### src/hdl/bpja_ram.sv
module bpja_ram #(
	parameter int WIDTH = 8,
	parameter int DEPTH = 256,
	localparam int AW = (DEPTH > 1) ? $clog2(DEPTH) : 1
) (
	input  logic             clk,
	input  logic             we,
	input  logic [AW-1:0]    waddr,
	input  logic [WIDTH-1:0] wdata,
	input  logic             re,
	input  logic [AW-1:0]    raddr,
	output logic [WIDTH-1:0] rdata
);

	logic [WIDTH-1:0] mem [DEPTH];

	// one write port, one registered read port
	always_ff @(posedge clk) begin
		if (we)
			mem[waddr] <= wdata;
		if (re)
			rdata <= mem[raddr];
	end

endmodule

### config.mk
export PLATFORM = sky130hd
export DESIGN_NAME = bpja_ram
export DESIGN_NICKNAME = d
export VERILOG_FILES = /design/src/hdl/bpja_ram.sv
export SDC_FILE = /design/constraint.sdc
export NUM_CORES = 2
export LEC_CHECK = 0
export ABC_AREA = 1
export BUFFER_PORTS_ARGS = -buffer_cell sky130_fd_sc_hd__buf_2
export CAP_MARGIN = 40
export CORE_UTILIZATION = 30
export CTS_CLUSTER_SIZE = 14
export DETAILED_ROUTE_END_ITERATION = 16
export PLACE_DENSITY = 0.42
export SLEW_MARGIN = 20
export SYNTH_ARGS = -nofsm -noshare
export SYNTH_HDL_FRONTEND = slang
export SYNTH_SLANG_ARGS = --single-unit
### constraint.sdc
create_clock -name clk -period 3.9 [get_ports clk]
set_clock_uncertainty 0.2 [all_clocks]
set_input_delay 0.195 -clock clk [delete_from_list [all_inputs] [get_ports clk]]
set_output_delay 0.195 -clock clk [all_outputs]
set_load 0.02 [all_outputs]
* Yosys cells after proc, flatten, opt, wreduce, memory -nomap -nowiden
Memory sizes are Yosys's and may differ from the RTL's. A register that Yosys moved wholly into a read port is not among the register bits.
Cells that the tools add are included.
** Operators by class
- Add/subtract/negate cells :: 0
- Multipliers :: 0
- Div/mod/pow operators :: 0
- Magnitude comparators :: 0
- Equality and inequality tests :: 0
- Shift-type cells :: 0
- Muxes and demuxes :: 2
- Bitwise logic cells :: 0
- Reduce and logical (&&, ||, !) cells :: 0
** Operator list (number)
- $mux W1 :: 2
** Storage, ports and cells
- Register bits after elaboration :: 0
- Bits in latches :: 0
- Memory bits (writable) :: 2048
- Bits in read-only memories :: 0
- Memories :: 1
** Memory list
- mem :: words 256, bits a word 8, read ports 1, clocked after Yosys merged registers in 1, wr ports 1, line 15 : logic [WIDTH-1:0] mem [DEPTH];

* Logic depth before layout (Yosys ltp)
- Depth after elaboration :: 2
- Mapped depth :: 15
- Depth with buffers taken out :: 11

* Least setup slack after synthesis
OpenSTA, ideal clock, no wires.
- Kind :: input -> register
- Start :: in we
- End :: mem mem[162][0], enable pin
- Library setup time :: 0.370 ns
- Data arrival time :: 1.316 ns
- Data required time :: 3.330 ns
- Slack :: 2.014 ns
- Stages on the path :: 4
- Cell sequence :: clkbuf_1 > nand3_1 > clkbuf_1 > nor2_1
** On the way
- Longest elaborated chain between the ends :: 2
** Ends and longest elaborated chain
- from (decl) :: line 7 : input logic we,
- $mux W1 :: line 19 : if (we)
- $mux W1 (implied by the code) :: line 20 : mem[waddr] <= wdata;
- to (decl) :: line 15
Every way passes these cells.

* Final worst setup path
- Start :: in waddr[6]
- End :: mem mem[87][5], enable pin
** RTL lines
- from (decl) :: line 8 : input logic [AW-1:0] waddr,
No word-level cell before the write port.

==> results by group <==
Worst setup path
  – Critical path launch point type: input pin
  – Max FO, Critical Path: 16
  – WS Path Type: in2reg
  – Critical Path AT: 3.34 ns
  – Req. time, crit path: 4.22 ns
  – Critical register-to-register path startpoint: mem[135][0]
  – Critical path launch point: waddr[6]
  – Kind of capture point of the worst setup path: register

Global route
  – Via count of the first global-routing pass: 53.6k
  – Global route total overflow: 0
  – Maximum number of pins on one net before global-route repair: 140
  – Total GRT Usage: 0.191
  – First-pass GRT wire length: 392000 um
  – Number of antenna violations at the first check in global routing: 10

Timing
  – Worst slack on hold paths: 0.107 ns
  – Count of final setup violators: 0
  – Max_slew headroom: 0.385
  – Final slew viol count: 0
  – Total negative slack: 0 ns
  – FMAX: 331 MHz
  – Crit path time final: 3.02 ns
  – Setup repair after global routing missed its margin: no
  – Slew @ Worst Pin: 0.923 ns
  – Final Hold Viols: 0
  – Period utilisation layout: 0.775

Finish
  – Total area of multi-input combinational cells: 19200 sq um
  – NumNets Final: 7248
  – Share of layout cells above drive strength 1: 0.104
  – Register area: 61700 sq um
  – Area Overhead vs Synth: 16.9%
  – Layout filler cell count: 27.2k

Detailed routing
  – First-pass detailed-route iteration total: 6
  – Detailed router's first-iteration violation count: 4625
  – Wire length per cell: 24.4 um
  – Count of nets left with antenna violations after detail routing: 0
  – Final WL: 271000 um
  – # DRC: 0
  – Via-to-Cell Ratio: 4.93
  – Total via count in the routed design: 54.8k

Synthesis
  – Cell count after synthesis: 7003
  – Netlist area before placement: 83500 sq um
  – Number of nets produced by synthesis: 7030
  – Sequential area share after synthesis: 0.740
  – Avg Inst Size Synth: 11.9 sq um
  – Number of distinct library cells after synthesis: 13
  – Number of warnings reported in the yosys synthesis log: 0
  – Flip-flop and latch count after synthesis: 2056

Power
  – Power share of the clock group: 0.439
  – NetSw: 11.3 mW
  – Comb pwr share: 0.062
  – Power density over the cells: 501 nW/um^2
  – Sequential share of power: 0.499
  – Internal power: 37.6 mW
  – Leakage dissipation: 33.9 nW
  – Worst ir drop on vdd: 0.000377 V
  – Switching part of the total: 0.231

Run
  – Number of violations of the max-capacitance limit: 0

Floorplan
  – Area enclosed by the die boundary: 280000 sq um
  – Width of the die: 530 um
  – Chip height: 530 um
  – Top-level I/O count: 35
  – Core Area: 276000 sq um
  – Standard-cell row count: 193
  – Starting utilization of the core area: 0.302

Clock network
  – Clock Tree Buf Depth: 4
  – Cts bufs inserted: 230
  – Insertion delay of the later-clocked pin in the worst-skew pair: 0.92 ns
  – TritonCTS clock tree: done
  – Clock sink total: 2056
  – Number of H-tree branching levels: 4
  – Post-CTS repair timing setup buffer count: 0
  – Clock-pin slew reported for the worst setup and hold paths after clock tree synthesis: 0.06 ns
  – Clock Tree Root: sky130_fd_sc_hd__clkbuf_16

Place
  – Global placement routability congestion: 0.843
  – Sum of net half-perimeters after detailed placement: 161000 um
  – Number of input and output port buffers inserted: 34

Min path
  – Worst hold start: wdata[1]
  – Worst min-delay path category: in2reg

Status
  – Run status: completed
==> critical path, cell delays in order <==
cell and delay (ns):
sky130_fd_sc_hd__dlygate4sd3_1 0.63, sky130_fd_sc_hd__buf_2 0.16, sky130_fd_sc_hd__inv_1 0.05, sky130_fd_sc_hd__nor2_1 0.13, sky130_fd_sc_hd__dlygate4sd3_1 0.62, sky130_fd_sc_hd__nand2_1 0.07, sky130_fd_sc_hd__dlygate4sd3_1 0.59, sky130_fd_sc_hd__buf_4 0.21
sky130_fd_sc_hd__nor2_1 0.66
==> layout make-up <==
type | count | share of cell area
Multi-Input combinational cell | 4425 | 0.196
Sequential cell | 2056 | 0.633
Inverter | 39 | 0.00185
Clock inverter | 136 | 0.0136
Timing Repair Buffer | 469 | 0.0465
Antenna cell | 4 | 0.000103
Tap cell | 3705 | 0.0475
Clock buffer | 278 | 0.0615
==> per-layer routing <==
metal / vias up / wire length, um / global-route usage
met5: - / 0 / 0
met4: 0 / 7470 / 0.0556
met3: 358 / 12800 / 0.0228
met2: 1367 / 127000 / 0.308
met1: 27725 / 124000 / 0.268
li1: 25317 / - / -
==> per-stage QoR <==
step                       util  area [sq um]  instances  power (mW)  setup WS (ns)
after floorplan               -         83500       7003        26.4           2.01
after global placement    0.324         89600      10628        27.9          0.626
after detailed placement  0.325         89800      10646        27.9          0.611
after CTS                 0.352         97400      11089        49.5          0.982
after global routing      0.353         97600      11110        50.4          0.776
final                     0.353         97600      11112        48.9          0.877
==> synth_stat cells, drive strengths merged <==
master	count	share of area
inv	39	0.0018
buf	371	0.024
nand2	2123	0.095
clkbuf	112	0.0050
nand3	2019	0.12
edfxtp	2056	0.74
nor2	283	0.013
==> power by group through the flow <==
stage / registers, mW / clock network (mW) / logic (mW)
CTS: 24.4 / 22.0 / 3.10
floorplan: 24.9 / 0 / 1.50
global placement: 24.9 / 0 / 3.07
detailed placement: 24.9 / 0 / 3.07
finish: 24.4 / 21.5 / 3.05
global route: 24.4 / 22.7 / 3.30
==> layout by cell type (no fill, tap or decap), drive strengths merged <==
cell type,n
buf,439
bufinv,25
clkbuf,278
clkinv,109
clkinvlp,1
diode,4
dlygate4sd3,30
edfxtp,2056
inv,40
nand2,2123
nand3,2019
nor2,283
==> sequential cells by signal, indices dropped and copies added, names as in the netlist <==
name,flops
rdata,8
mem,2048
==> path summary, 6_finish.rpt <==
path,to,slack [ns],cells past startpoint
worst max-delay path,mem[87][5],0.88,9
worst min-delay path,mem[251][1],0.11,2
worst max register to register,rdata[0],1.28,11
worst min register to register,rdata[0],0.90,10
==> logic make-up after synthesis <==
kind of cell | count (synthesis) | synth area share
buffers and inverters | 522 | 0.0312
flip-flops | 2056 | 0.740
AND/OR/NAND/NOR | 4425 | 0.229
==> timing repair <==
item | CTS | global route
gates resized for setup | 0 | 0
hold endpoints to repair | 1750 | 1
hold buffers | 29 | 1
Note: power is estimated with default switching activity, not from simulation.
