[src/hdl/bpja_pkg.sv]
package bpja_pkg;

	// Default sizes and bin widths
	localparam int NUM_BINS_DEF     = 256;
	localparam int NUM_BLOCKS_DEF   = 16;
	localparam int FINE_WIDTH_DEF   = 1000;
	localparam int COARSE_WIDTH_DEF = 5000;

	// Field widths
	localparam int EDGE_W  = 22;
	localparam int VALUE_W = 24;
	localparam int PHENO_W = 16;
	localparam int BLOCK_W = 4;
	localparam int BINF_W  = 8;
	localparam int COUNT_W = 40;
	localparam int SUM_W   = 64;
	localparam int IN_DATA_W  = 80;
	localparam int OUT_DATA_W = 176;

	// Divider sizes: dividends are edge differences, divisors bin widths
	localparam int DIVD_W = 25;
	localparam int DIVS_W = 17;
	localparam int LOC_W  = DIVD_W + 2;

	localparam logic [COUNT_W-1:0] COUNT_MAX = '1;
	localparam logic signed [SUM_W-1:0] SUM_MAX = {1'b0, {(SUM_W-1){1'b1}}};
	localparam logic signed [SUM_W-1:0] SUM_MIN = {1'b1, {(SUM_W-1){1'b0}}};

	typedef enum logic [2:0] {
		REG_BLOCK_COUNT = 3'd0,
		REG_LOW_EDGE    = 3'd1,
		REG_FINE_START  = 3'd2,
		REG_FINE_END    = 3'd3,
		REG_HIGH_EDGE   = 3'd4
	} cfg_reg_t;

	typedef enum logic [1:0] {
		OP_ACCUM     = 2'd0,
		OP_READ_FULL = 2'd1,
		OP_READ_LOO  = 2'd2,
		OP_SPARE     = 2'd3
	} opcode_t;

	typedef enum logic [2:0] {
		STAT_USED    = 3'd0,
		STAT_DIAG    = 3'd1,
		STAT_MISSING = 3'd2,
		STAT_RANGE   = 3'd3,
		STAT_READ    = 3'd4
	} status_t;

	typedef enum logic [3:0] {
		ST_CLEAR, ST_IDLE, ST_CHECK, ST_DIV_START, ST_DIV_WAIT, ST_BIN,
		ST_RD_A, ST_WR_A, ST_RD_B, ST_WR_B, ST_RD_Q, ST_OUT
	} state_t;

	// One table entry
	typedef struct packed {
		logic signed [SUM_W-1:0] psum;
		logic signed [SUM_W-1:0] vsum;
		logic [COUNT_W-1:0]      count;
	} acc_t;

	localparam int ACC_W = $bits(acc_t);

	function automatic logic signed [SUM_W-1:0] sat_add(input logic signed [SUM_W-1:0] a,
		input logic signed [SUM_W-1:0] b);
		logic signed [SUM_W-1:0] s;
		s = a + b;
		if (a[SUM_W-1] == b[SUM_W-1] && s[SUM_W-1] != a[SUM_W-1])
			s = a[SUM_W-1] ? SUM_MIN : SUM_MAX;
		return s;
	endfunction

	function automatic logic signed [SUM_W-1:0] sat_sub(input logic signed [SUM_W-1:0] a,
		input logic signed [SUM_W-1:0] b);
		logic signed [SUM_W-1:0] s;
		s = a - b;
		if (a[SUM_W-1] != b[SUM_W-1] && s[SUM_W-1] != a[SUM_W-1])
			s = a[SUM_W-1] ? SUM_MIN : SUM_MAX;
		return s;
	endfunction

	function automatic acc_t acc_add(input acc_t e, input logic signed [SUM_W-1:0] v,
		input logic signed [SUM_W-1:0] p);
		acc_t r;
		r.count = (e.count == COUNT_MAX) ? e.count : e.count + COUNT_W'(1);
		r.vsum  = sat_add(e.vsum, v);
		r.psum  = sat_add(e.psum, p);
		return r;
	endfunction

endpackage

[src/hdl/bpja_div.sv]
module bpja_div
	import bpja_pkg::*;
#(
	parameter int FINE_WIDTH   = FINE_WIDTH_DEF,
	parameter int COARSE_WIDTH = COARSE_WIDTH_DEF
) (
	input  logic              clk,
	input  logic              arst_n,
	input  logic              start,
	input  logic              coarse,
	input  logic [DIVD_W-1:0] dividend,
	output logic              done,
	output logic [DIVD_W-1:0] quotient,
	output logic [DIVS_W-1:0] remainder
);

	// reciprocal m = floor(2^(N+l)/d) + 1 with l = ceil(log2 d) is exact for N-bit dividends
	localparam int MUL_W  = DIVD_W + 1;
	localparam int PROD_W = DIVD_W + MUL_W;
	localparam int QD_W   = DIVD_W + DIVS_W;
	localparam int F_SH   = DIVD_W + $clog2(FINE_WIDTH);
	localparam int C_SH   = DIVD_W + $clog2(COARSE_WIDTH);
	localparam longint F_RECIP = ((longint'(1) << F_SH) / FINE_WIDTH) + 1;
	localparam longint C_RECIP = ((longint'(1) << C_SH) / COARSE_WIDTH) + 1;

	logic              v_s1, v_s2;
	logic              coarse_s1, coarse_s2;
	logic [DIVD_W-1:0] dvd_s1, dvd_s2, quo_s2;
	logic [PROD_W-1:0] prod_s1;
	logic [MUL_W-1:0]  recip;
	logic [DIVD_W-1:0] quo_calc;
	logic [QD_W-1:0]   back_prod;
	logic [DIVD_W-1:0] rem_full;

	// stage 1 multiplies by the reciprocal, stage 2 shifts out the quotient
	assign recip     = coarse ? MUL_W'(C_RECIP) : MUL_W'(F_RECIP);
	assign quo_calc  = coarse_s1 ? DIVD_W'(prod_s1 >> C_SH) : DIVD_W'(prod_s1 >> F_SH);
	assign back_prod = quo_s2 * (coarse_s2 ? DIVS_W'(COARSE_WIDTH) : DIVS_W'(FINE_WIDTH));
	assign rem_full  = dvd_s2 - back_prod[DIVD_W-1:0];

	always_ff @(posedge clk or negedge arst_n) begin
		if (!arst_n) begin
			v_s1 <= 1'b0;
			v_s2 <= 1'b0;
		end else begin
			v_s1 <= start;
			v_s2 <= v_s1;
		end
	end

	always_ff @(posedge clk) begin
		if (start) begin
			dvd_s1    <= dividend;
			coarse_s1 <= coarse;
			prod_s1   <= dividend * recip;
		end
		if (v_s1) begin
			dvd_s2    <= dvd_s1;
			coarse_s2 <= coarse_s1;
			quo_s2    <= quo_calc;
		end
	end

	assign done      = v_s2;
	assign quotient  = quo_s2;
	assign remainder = rem_full[DIVS_W-1:0];

endmodule

[config.mk]
export PLATFORM = sky130hd
export DESIGN_NAME = bpja_div
export DESIGN_NICKNAME = d
export VERILOG_FILES = /design/src/hdl/bpja_pkg.sv /design/src/hdl/bpja_div.sv
export SDC_FILE = /design/constraint.sdc
export NUM_CORES = 1
export LEC_CHECK = 0
export ABC_AREA = 1
export ABC_CLOCK_PERIOD_IN_PS = 6900
export BUFFER_PORTS_ARGS = -buffer_cell sky130_fd_sc_hd__buf_2
export CAP_MARGIN = 10
export CORE_UTILIZATION = 58
export CTS_BUF_LIST = sky130_fd_sc_hd__clkbuf_2
export CTS_CLUSTER_SIZE = 16
export DETAILED_ROUTE_END_ITERATION = 16
export PLACE_DENSITY = 0.75
export SYNTH_ARGS = -nofsm -noshare
export SYNTH_HDL_FRONTEND = slang
export SYNTH_SLANG_ARGS = --single-unit
[constraint.sdc]
create_clock -name clk -period 6.9 [get_ports clk]
set_input_delay 1.035 -clock clk [delete_from_list [all_inputs] [get_ports clk]]
set_output_delay 1.035 -clock clk [all_outputs]
set_load 0.03 [all_outputs]
After elaboration in Yosys (flattened, before gate mapping):

Cells that the tools add are included.

* register bits after elaboration: 114
* bits of input ports: 29
* output and inout bits: 43
* word-level logic and storage cells: 15

* add/sub/neg operators: 1
* multiply operators: 2
* multiplexer cells: 3

Operators by type and width (number)
* multiplier 25 x 26 -> 51 bit: 1
* two-way mux 13 bit: 2
* multiplier 25 x 13 -> 17 bit: 1
* two-way mux 25 bit: 1
* subtractor 17 bit: 1

Logic depth before layout (Yosys ltp):

Gate-level depths: netlist of the first run.

* depth after elaboration: 3
* gate-level depth with buffers: 32
* mapped depth without buffers: 30

Worst setup path before layout of the first run:

No wires, ideal clock.

* kind: input port to flip-flop
* start point: in coarse
* end point: reg prod_s1[39], data pin
* library setup time: 253 ps
* arrival: 6545 ps
* data required time: 6647 ps
* setup slack: 102 ps
* cell stages on the path: 23
* buffers on the path: 3
* cells stage by stage: buf_6 clkbuf_1 buf_2 nor2_1 fa_1 fa_1 inv_1 fa_1 inv_1 fa_1 fa_1 fa_1 inv_1 fa_1 inv_1 ha_1 nand2_1 nor2_1 nand2_1 nor3_1 nand4_1 nand4_1 nand2_1

* cells in the longest elaborated chain, start to end: 2

RTL lines
* start: declaration: RTL line bpja_div.sv:10 `input logic coarse,`
* two-way mux 25 bit: RTL line bpja_div.sv:36 `assign recip = coarse ? MUL_W'(C_RECIP) : MUL_W'(F_RECIP);`
* multiplier 25 x 26 -> 51 bit: RTL line bpja_div.sv:55 `prod_s1 <= dividend * recip;`
* end signal: assignment: RTL line bpja_div.sv:55
* end: declaration: RTL line bpja_div.sv:29 `logic [PROD_W-1:0] prod_s1;`

Every way passes these cells.
A chain may end at the register's enable or synchronous reset.

Worst setup path in the final report of the first run:

* start point: reg quo_s2[9], in the netlist quotient[9]
* end point: out remainder[15]

* cells in the longest elaborated chain, start to end: 2

RTL lines
* start: declaration: RTL line bpja_div.sv:28 `logic [DIVD_W-1:0] dvd_s1, dvd_s2, quo_s2;`
* start signal: assignment: RTL line bpja_div.sv:60 `quo_s2 <= quo_calc;`
* multiplier 25 x 13 -> 17 bit: RTL line bpja_div.sv:38 `assign back_prod = quo_s2 * (coarse_s2 ? DIVS_W'(COARSE_WIDTH) : DIVS_W'(FINE_WIDTH));`
* subtractor 17 bit: RTL line bpja_div.sv:39 `assign rem_full = dvd_s2 - back_prod[DIVD_W-1:0];`
* end: declaration: RTL line bpja_div.sv:14 `output logic [DIVS_W-1:0] remainder`

Every way passes these cells.

==> metrics, run 1 <==
Clock Skews=roughly 0.084 ns; total I/O pin count=72; final non-filler cell total=roughly 3300; drt first pass iters=5; DR iter-0 viols=between 900 and 1000; Via Count=roughly 17000; Final period util=0.981; GPL Wtd Cong=approximately 1; GRT overflow=0; Max clock buf depth=2; fmax=0.148 GHz; Final min period=around 6.8 ns; die width=about 200 um; Worst Hold Class=input port to async pin; relative max-transition margin=0.320; final hold violation count=0; Setup CP Type=flop to primary output; Sink Count=70; slowest CP cell=edfxtp_1; number of global-route vias before repair=18600; Setup WS pre-CTS=-0.239 ns; residual DRC count=0; Area after DPL=24300 um^2; CP endpoint kind=primary output; # fillers=approximately 3000; ys async rst share=0.0286; Rows=70; Initial Util=0.592; YS warnings=0; DP HPWL=between 50000 and 60000 um; most used cell, CP=inv_1; Yosys top cell area share=0.385; Cells after DPL=3270; post-synthesis cell count=about 2500; Post-Synth Simple-Gate Area=0.115; largest family of logic cells by synthesized area=adder cells; CTS Root Cell=clkbuf_2; outcome=completed; post-synthesis compound-gate area fraction=0.0345; CTS buffer count=9; final worst slack=0.133 ns; critical path cell sequence=inv_1, nor2_2, ha_1, inv_1, fa_1, inv_1, fa_1, inv_1, fa_1, inv_1, fa_1, inv_1, fa_1, ha_4, inv_1, nor3_2, nand3_1, nand2_1, xor2_1, buf_2; CORE AREA=36800 um^2; synth top area cells=fa_1 (39%), ha_1 (20%), inv_1 (15%), edfxtp_1 (9.4%), nand2_1 (6.2%); # setup viols final=0; P&R area growth vs syn=13.8%; mean routed wirelength per cell=around 19 um; Final Routed Wirelength=between 60000 and 70000 um; DRT antenna net count=0; post-synthesis mux area share=0.00155; Post-synth EDFFs=68; Clock Latency Late Sink=0.69 ns; die area=38300 um^2; Post-Route Setup TNS=0 ns; Critical Path AT=between 5 and 6 ns; Final #Nets=about 3600; Slew @ Worst Pin=around 1.0 ns; predominant post-synthesis flop cell=edfxtp_1; maximum number of pins on one net before global-route repair=36; Max Slew Vio Count=0; XOR/XNOR share of the synthesized area=0.0105; Reg clk slew, reported paths=approximately 0.3 ns; sequential area share after synthesis=0.0961; synth unique cells=38; critical path peak fanout=4; synthesized flop and latch total=70; slowest stage delay, CP=0.57 ns; I/O Buffers=62; antenna violations before repair=2; CTS tree=built; # H-tree levels=3; DR vias/cell=slightly above 5; Die Ht=slightly below 200 um; overall routing resource usage=0.353; Synth Cell Area=21800 um^2; syn avg cell area=around 8.6 um^2; ratio of cells with drive above 1 in the final layout=0.136; max-cap violation count=0; first-pass GRT wire length=a little over 100000 um; Synth Area in Adders=0.581; Setup crit start kind=flop; Worst EP required=approximately 5.9 ns; post-synth top area cell=fa_1; fin area=approximately 25000 um^2
==> per-stage QoR <==
stage | util | hold slack [ns]
3_3_place_gp | 0.661 | 0.401
2_1_floorplan | - | 0.400
6_report | 0.674 | 0.0990
5_1_grt | 0.674 | 0.0379
4_1_cts | 0.667 | 0.0653
3_5_place_dp | 0.661 | 0.405
==> synth_stat cells, types with 5 or more instances <==
library cell	n
nand4_1	22
nor3_1	14
a21o_1	5
a21oi_1	71
buf_4	10
o21bai_1	13
xnor2_1	11
nand3_1	49
xor2_1	15
fa_1	419
nand2_1	361
clkbuf_1	15
nor2_2	9
ha_1	341
edfxtp_1	68
nor2_1	131
o21ai_0	41
inv_1	885
==> placed cells by master, fill, tap and decap left out, types with 3 or more instances in the layout <==
cell type | synthesis | routed
clkbuf_2 | 0 | 9
fa_1 | 419 | 418
inv_2 | 2 | 7
buf_4 | 10 | 249
a21o_1 | 5 | 5
nor3_2 | 4 | 5
nand4_1 | 22 | 22
xnor2_1 | 11 | 11
inv_1 | 885 | 880
nand3_1 | 49 | 48
xor2_1 | 15 | 15
nand2_2 | 3 | 6
mux2_2 | 3 | 3
ha_1 | 341 | 335
a21oi_1 | 71 | 70
o21ai_0 | 41 | 41
o21ai_1 | 3 | 3
inv_6 | 0 | 3
buf_2 | 4 | 60
o21bai_1 | 13 | 13
nand2_1 | 361 | 358
edfxtp_1 | 68 | 68
ha_4 | 0 | 6
nor2_2 | 9 | 12
conb_1 | 2 | 17
nor2_1 | 131 | 122
nor2_4 | 2 | 8
nor3_1 | 14 | 12
nand3b_1 | 3 | 3
==> per-layer routing <==
layer	part of all wire	track usage
met1	0.40	0.445
met2	0.50	0.626
met3	0.056	0.0428
met4	0.041	0.129
met5	0	0
==> flip-flops by register name, summed over array words and instances, names as in the netlist <==
name / count
v_s1: 1
dvd_s2: 17
coarse_s2: 1
dvd_s1: 17
coarse_s1: 1
done: 1
prod_s1: 16
quotient: 16
==> timing repair <==
item,4_1_cts,5_1_grt
resized for setup,4,41
endpoints found under the setup margin,4,4
buffers inserted,9,8
hold buffers,0,0
cloned,0,1
pin swaps,0,19
==> critical path: cells and delay by family, from the launching register on <==
family	cells	cell delay, ns
fa+ha+maj	7	3.07
simple gates	4	0.54
buf+inv	8	0.75
xor+xnor	1	0.15
flops	1	0.57
==> cells by family (layout without fill, tap and decap cells) <==
group	Yosys count	in the layout
compound gates	138	138
buf+inv	917	1217
other cells	2	19
fa+ha+maj	760	760
xor+xnor	26	26
simple gates	605	605
flops	70	70
mux	3	3
==> layout make-up <==
class | instances | area (um^2) | share of cell area
diodes | 2 | 5.00 | 0.000202
clock buffers | 9 | 45.0 | 0.00182
clock inverters | 7 | 61.3 | 0.00247
inverters | 887 | 3330 | 0.134
multi-input cells | 1549 | 16400 | 0.662
flip-flops and latches | 70 | 2090 | 0.0844
well taps | 468 | 586 | 0.0236
repair buffers | 314 | 2250 | 0.0909
==> path summary, 6_finish.rpt <==
kind / slack (ns) / start / to / depth (start not counted)
max in group asynchronous: 6.72 / arst_n / done$_DFF_PN0_ / 1
max reg2reg: 5.23 / coarse_s1$_DFFE_PP_ / quotient[2]$_DFFE_PP_ / 1
max: 0.13 / quotient[9]$_DFFE_PP_ / remainder[15] / 20
min reg2reg: 0.43 / dvd_s1[16]$_DFFE_PP_ / dvd_s2[16]$_DFFE_PP_ / 0
min in group clk: 0.43 / dvd_s1[16]$_DFFE_PP_ / dvd_s2[16]$_DFFE_PP_ / 0
min: 0.1 / arst_n / v_s1$_DFF_PN0_ / 1
Power of run 1 is not shown: default switching activity piles up to over one toggle a cycle in this logic, so the estimate is an artifact.
==> inputs of run 2 (changes only) <==
--- a/config.mk
+++ b/config.mk
@@ -5,7 +5,6 @@
 export SDC_FILE = /design/constraint.sdc
 export NUM_CORES = 1
 export LEC_CHECK = 0
-export ABC_AREA = 1
 export ABC_CLOCK_PERIOD_IN_PS = 6900
 export BUFFER_PORTS_ARGS = -buffer_cell sky130_fd_sc_hd__buf_2
 export CAP_MARGIN = 10
@@ -14,6 +13,7 @@
 export CTS_CLUSTER_SIZE = 16
 export DETAILED_ROUTE_END_ITERATION = 16
 export PLACE_DENSITY = 0.75
+export SKIP_CTS_REPAIR_TIMING = 1
 export SYNTH_ARGS = -nofsm -noshare
 export SYNTH_HDL_FRONTEND = slang
 export SYNTH_SLANG_ARGS = --single-unit
==> run 2 against run 1 <==
Register-to-register slack improved by 0.12 ns. Flip-flop and latch count is the same. Critical endpoint is now prod_s1[44]$_DFFE_PP_. Critical path type is now input port to flop. Via count decreased by 18%. Largest cell class unchanged.
==> metrics, run 2 <==
Clock Skews=0.0800 ns (was 0.0835 ns); # setup viols final=0 (unchanged); overall routing resource usage=0.292 (was 0.353); DRT antenna net count=0 (unchanged); residual DRC count=0 (unchanged); Die Ht=188 um (was 196 um); FF-to-FF path depth=1 (unchanged); Via Count=13800 (was 16900); predominant post-synthesis flop cell=edfxtp_1 (unchanged); CTS buffer count=9 (unchanged); unrepaired setup endpoints after global routing=true; drt first pass iters=5 (unchanged); most common cell after layout, fill and taps aside=inv_1 (unchanged); Final min period=6.83 ns (was 6.77 ns); worst path bufs/invs=8 (unchanged); mean routed wirelength per cell=17.9 um (was 19.1 um); syn avg cell area=10.2 um^2 (was 8.64 um^2); first-pass GRT wire length=78100 um (was 101000 um); Synth Area in Adders=0.633 (was 0.581); Max Slew Vio Count=0 (unchanged); Yosys top cell area share=0.419 (was 0.385); Setup crit start kind=input port (was flop); Post-synth EDFFs=68 (unchanged); ratio of cells with drive above 1 in the final layout=0.201 (was 0.136); Final Routed Wirelength=49200 um (was 63100 um); GRT overflow=0 (unchanged); Sink Count=70 (unchanged); antenna violations before repair=1 (was 2); XOR/XNOR share of the synthesized area=0.0237 (was 0.0105); Largest regs=dvd_s1 (17), dvd_s2 (17) (unchanged); fmax=0.146 GHz (was 0.148 GHz); CORE AREA=33700 um^2 (was 36800 um^2); Worst Hold Class=input port to async pin (unchanged); die area=35200 um^2 (was 38300 um^2); DR vias/cell=5.04 (was 5.10); # H-tree levels=3 (unchanged); most common cell in the netlist=inv_1 (unchanged); Final Util=0.700 (was 0.674); DP HPWL=44400 um (was 57800 um); synth unique cells=55 (was 38); Slew @ Worst Pin=0.918 ns (was 1.02 ns); Initial Util=0.593 (was 0.592); CP endpoint kind=flop (was primary output); sequential area share after synthesis=0.105 (was 0.0961); Post-Synth Simple-Gate Area=0.0452 (was 0.115); YS warnings=0 (unchanged); most frequent cells in the layout=inv_1 (721), fa_1 (410), ha_1 (324) (was inv_1 (880), fa_1 (418), nand2_1 (358)); post-synthesis cell count=1954 (was 2521); Synth Cell Area=20000 um^2 (was 21800 um^2); GPL Wtd Cong=1.01 (about the same); number of global-route vias before repair=15200 (was 18600); DR iter-0 viols=637 (was 927); most used cell, CP=fa_1 (was inv_1); ys async rst share=0.0286 (unchanged); top cells by count, synth=inv_1 (730), fa_1 (419), ha_1 (341) (was inv_1 (885), fa_1 (419), nand2_1 (361)); Critical Path AT=7.13 ns (was 5.73 ns); r2r endpoint=quotient[1]$_DFFE_PP_ (was quotient[2]$_DFFE_PP_); post-synth top area cell=fa_1 (unchanged); final hold violation count=0 (unchanged); slowest stage delay, CP=0.52 ns (was 0.57 ns); outcome=completed (unchanged); synth top area cells=fa_1 (42%), ha_1 (21%), inv_1 (14%), edfxtp_1 (10%), xnor2_1 (1.9%) (was fa_1 (39%), ha_1 (20%), inv_1 (15%), edfxtp_1 (9.4%), nand2_1 (6.2%)); # fillers=2446 (was 3072); Setup CP Type=input port to flop (was flop to primary output); family with the most delay on the worst path=adder cells (unchanged); synthesized flop and latch total=70 (unchanged); maximum number of pins on one net before global-route repair=36 (unchanged); die width=188 um (was 196 um); largest family of logic cells by synthesized area=adder cells (unchanged); Clock Latency Late Sink=0.56 ns (was 0.69 ns); CTS Root Cell=clkbuf_2 (unchanged); I/O Buffers=62 (unchanged); post-synthesis mux area share=0.00732 (was 0.00155); post-synthesis compound-gate area fraction=0.0417 (was 0.0345); relative max-transition margin=0.388 (was 0.320); reg2reg setup slack=5.35 ns (was 5.23 ns); max-cap violation count=0 (unchanged); Rows=67 (was 70); Final #Nets=3085 (was 3620); critical path peak fanout=8 (was 4); Final period util=0.990 (was 0.981); Max clock buf depth=2 (unchanged); P&R area growth vs syn=17.9% (was 13.8%); CTS tree=built (unchanged); Reg clk slew, reported paths=0.22 ns (was 0.30 ns); slowest CP cell=fa_1 (was edfxtp_1); total I/O pin count=72 (unchanged); Reg2Reg Launch Point=coarse_s1$_DFFE_PP_ (unchanged); Worst EP required=7.20 ns (was 5.86 ns)
## run 2: area by class of cell
class / instances / area (um^2) / area share
Multi-Input combinational cell: 1140 / 15500 / 0.657
Inverter: 730 / 2750 / 0.116
Timing Repair Buffer: 345 / 2530 / 0.108
Sequential cell: 70 / 2090 / 0.0887
Tap cell: 448 / 561 / 0.0238
Clock inverter: 7 / 96.3 / 0.00409
Clock buffer: 9 / 45.0 / 0.00191
Antenna cell: 1 / 2.50 / 0.000106
## run 2: worst max path at each step
| stage | startpoint | endpoint | cells past startpoint |
|---|---|---|---|
| floorplan | coarse | prod_s1[45]$_DFFE_PP_ | 24 |
| global route | coarse | prod_s1[44]$_DFFE_PP_ | 27 |
| global placement | coarse | prod_s1[36]$_DFFE_PP_ | 25 |
| CTS | coarse | prod_s1[45]$_DFFE_PP_ | 25 |
| finish | coarse | prod_s1[44]$_DFFE_PP_ | 25 |
| detailed placement | coarse | prod_s1[45]$_DFFE_PP_ | 25 |
## run 2: per-layer routing
layer / part of all wire / vias to the layer above / global-route usage
met3: 0.066 / 98 / 0.0674
met5: 0 / - / 0
li1: - / 6431 / -
met2: 0.48 / 395 / 0.480
met1: 0.42 / 6923 / 0.384
met4: 0.037 / 0 / 0.0926
## run 2: cells by family (layout without fill, tap and decap cells)
logic type / count (synthesis) / after routing
AO/OA/AOI/OAI: 120 / 120
flip-flops: 70 / 70
other: 2 / 18
XOR/XNOR: 54 / 54
AND/OR/NAND/NOR: 176 / 176
multiplexers: 13 / 13
buffers and inverters: 759 / 1091
adder cells (fa/ha/maj): 760 / 760
## run 2: metrics by stage
step                setup TNS, ns  setup WS (ns)  hold slack [ns]  area [um^2]  instances
global route               -0.345         -0.101            0.217        23600       2750
finish                          0         0.0674            0.267        23600       2750
global placement            -6.83         -0.517            0.402        22800       2700
detailed placement          -8.29         -0.615            0.405        22800       2700
CTS                        -0.342        -0.0765            0.245        22900       2716
floorplan                -0.00326       -0.00326            0.400        20200       1969
Power of run 2 is left out for the same reason.
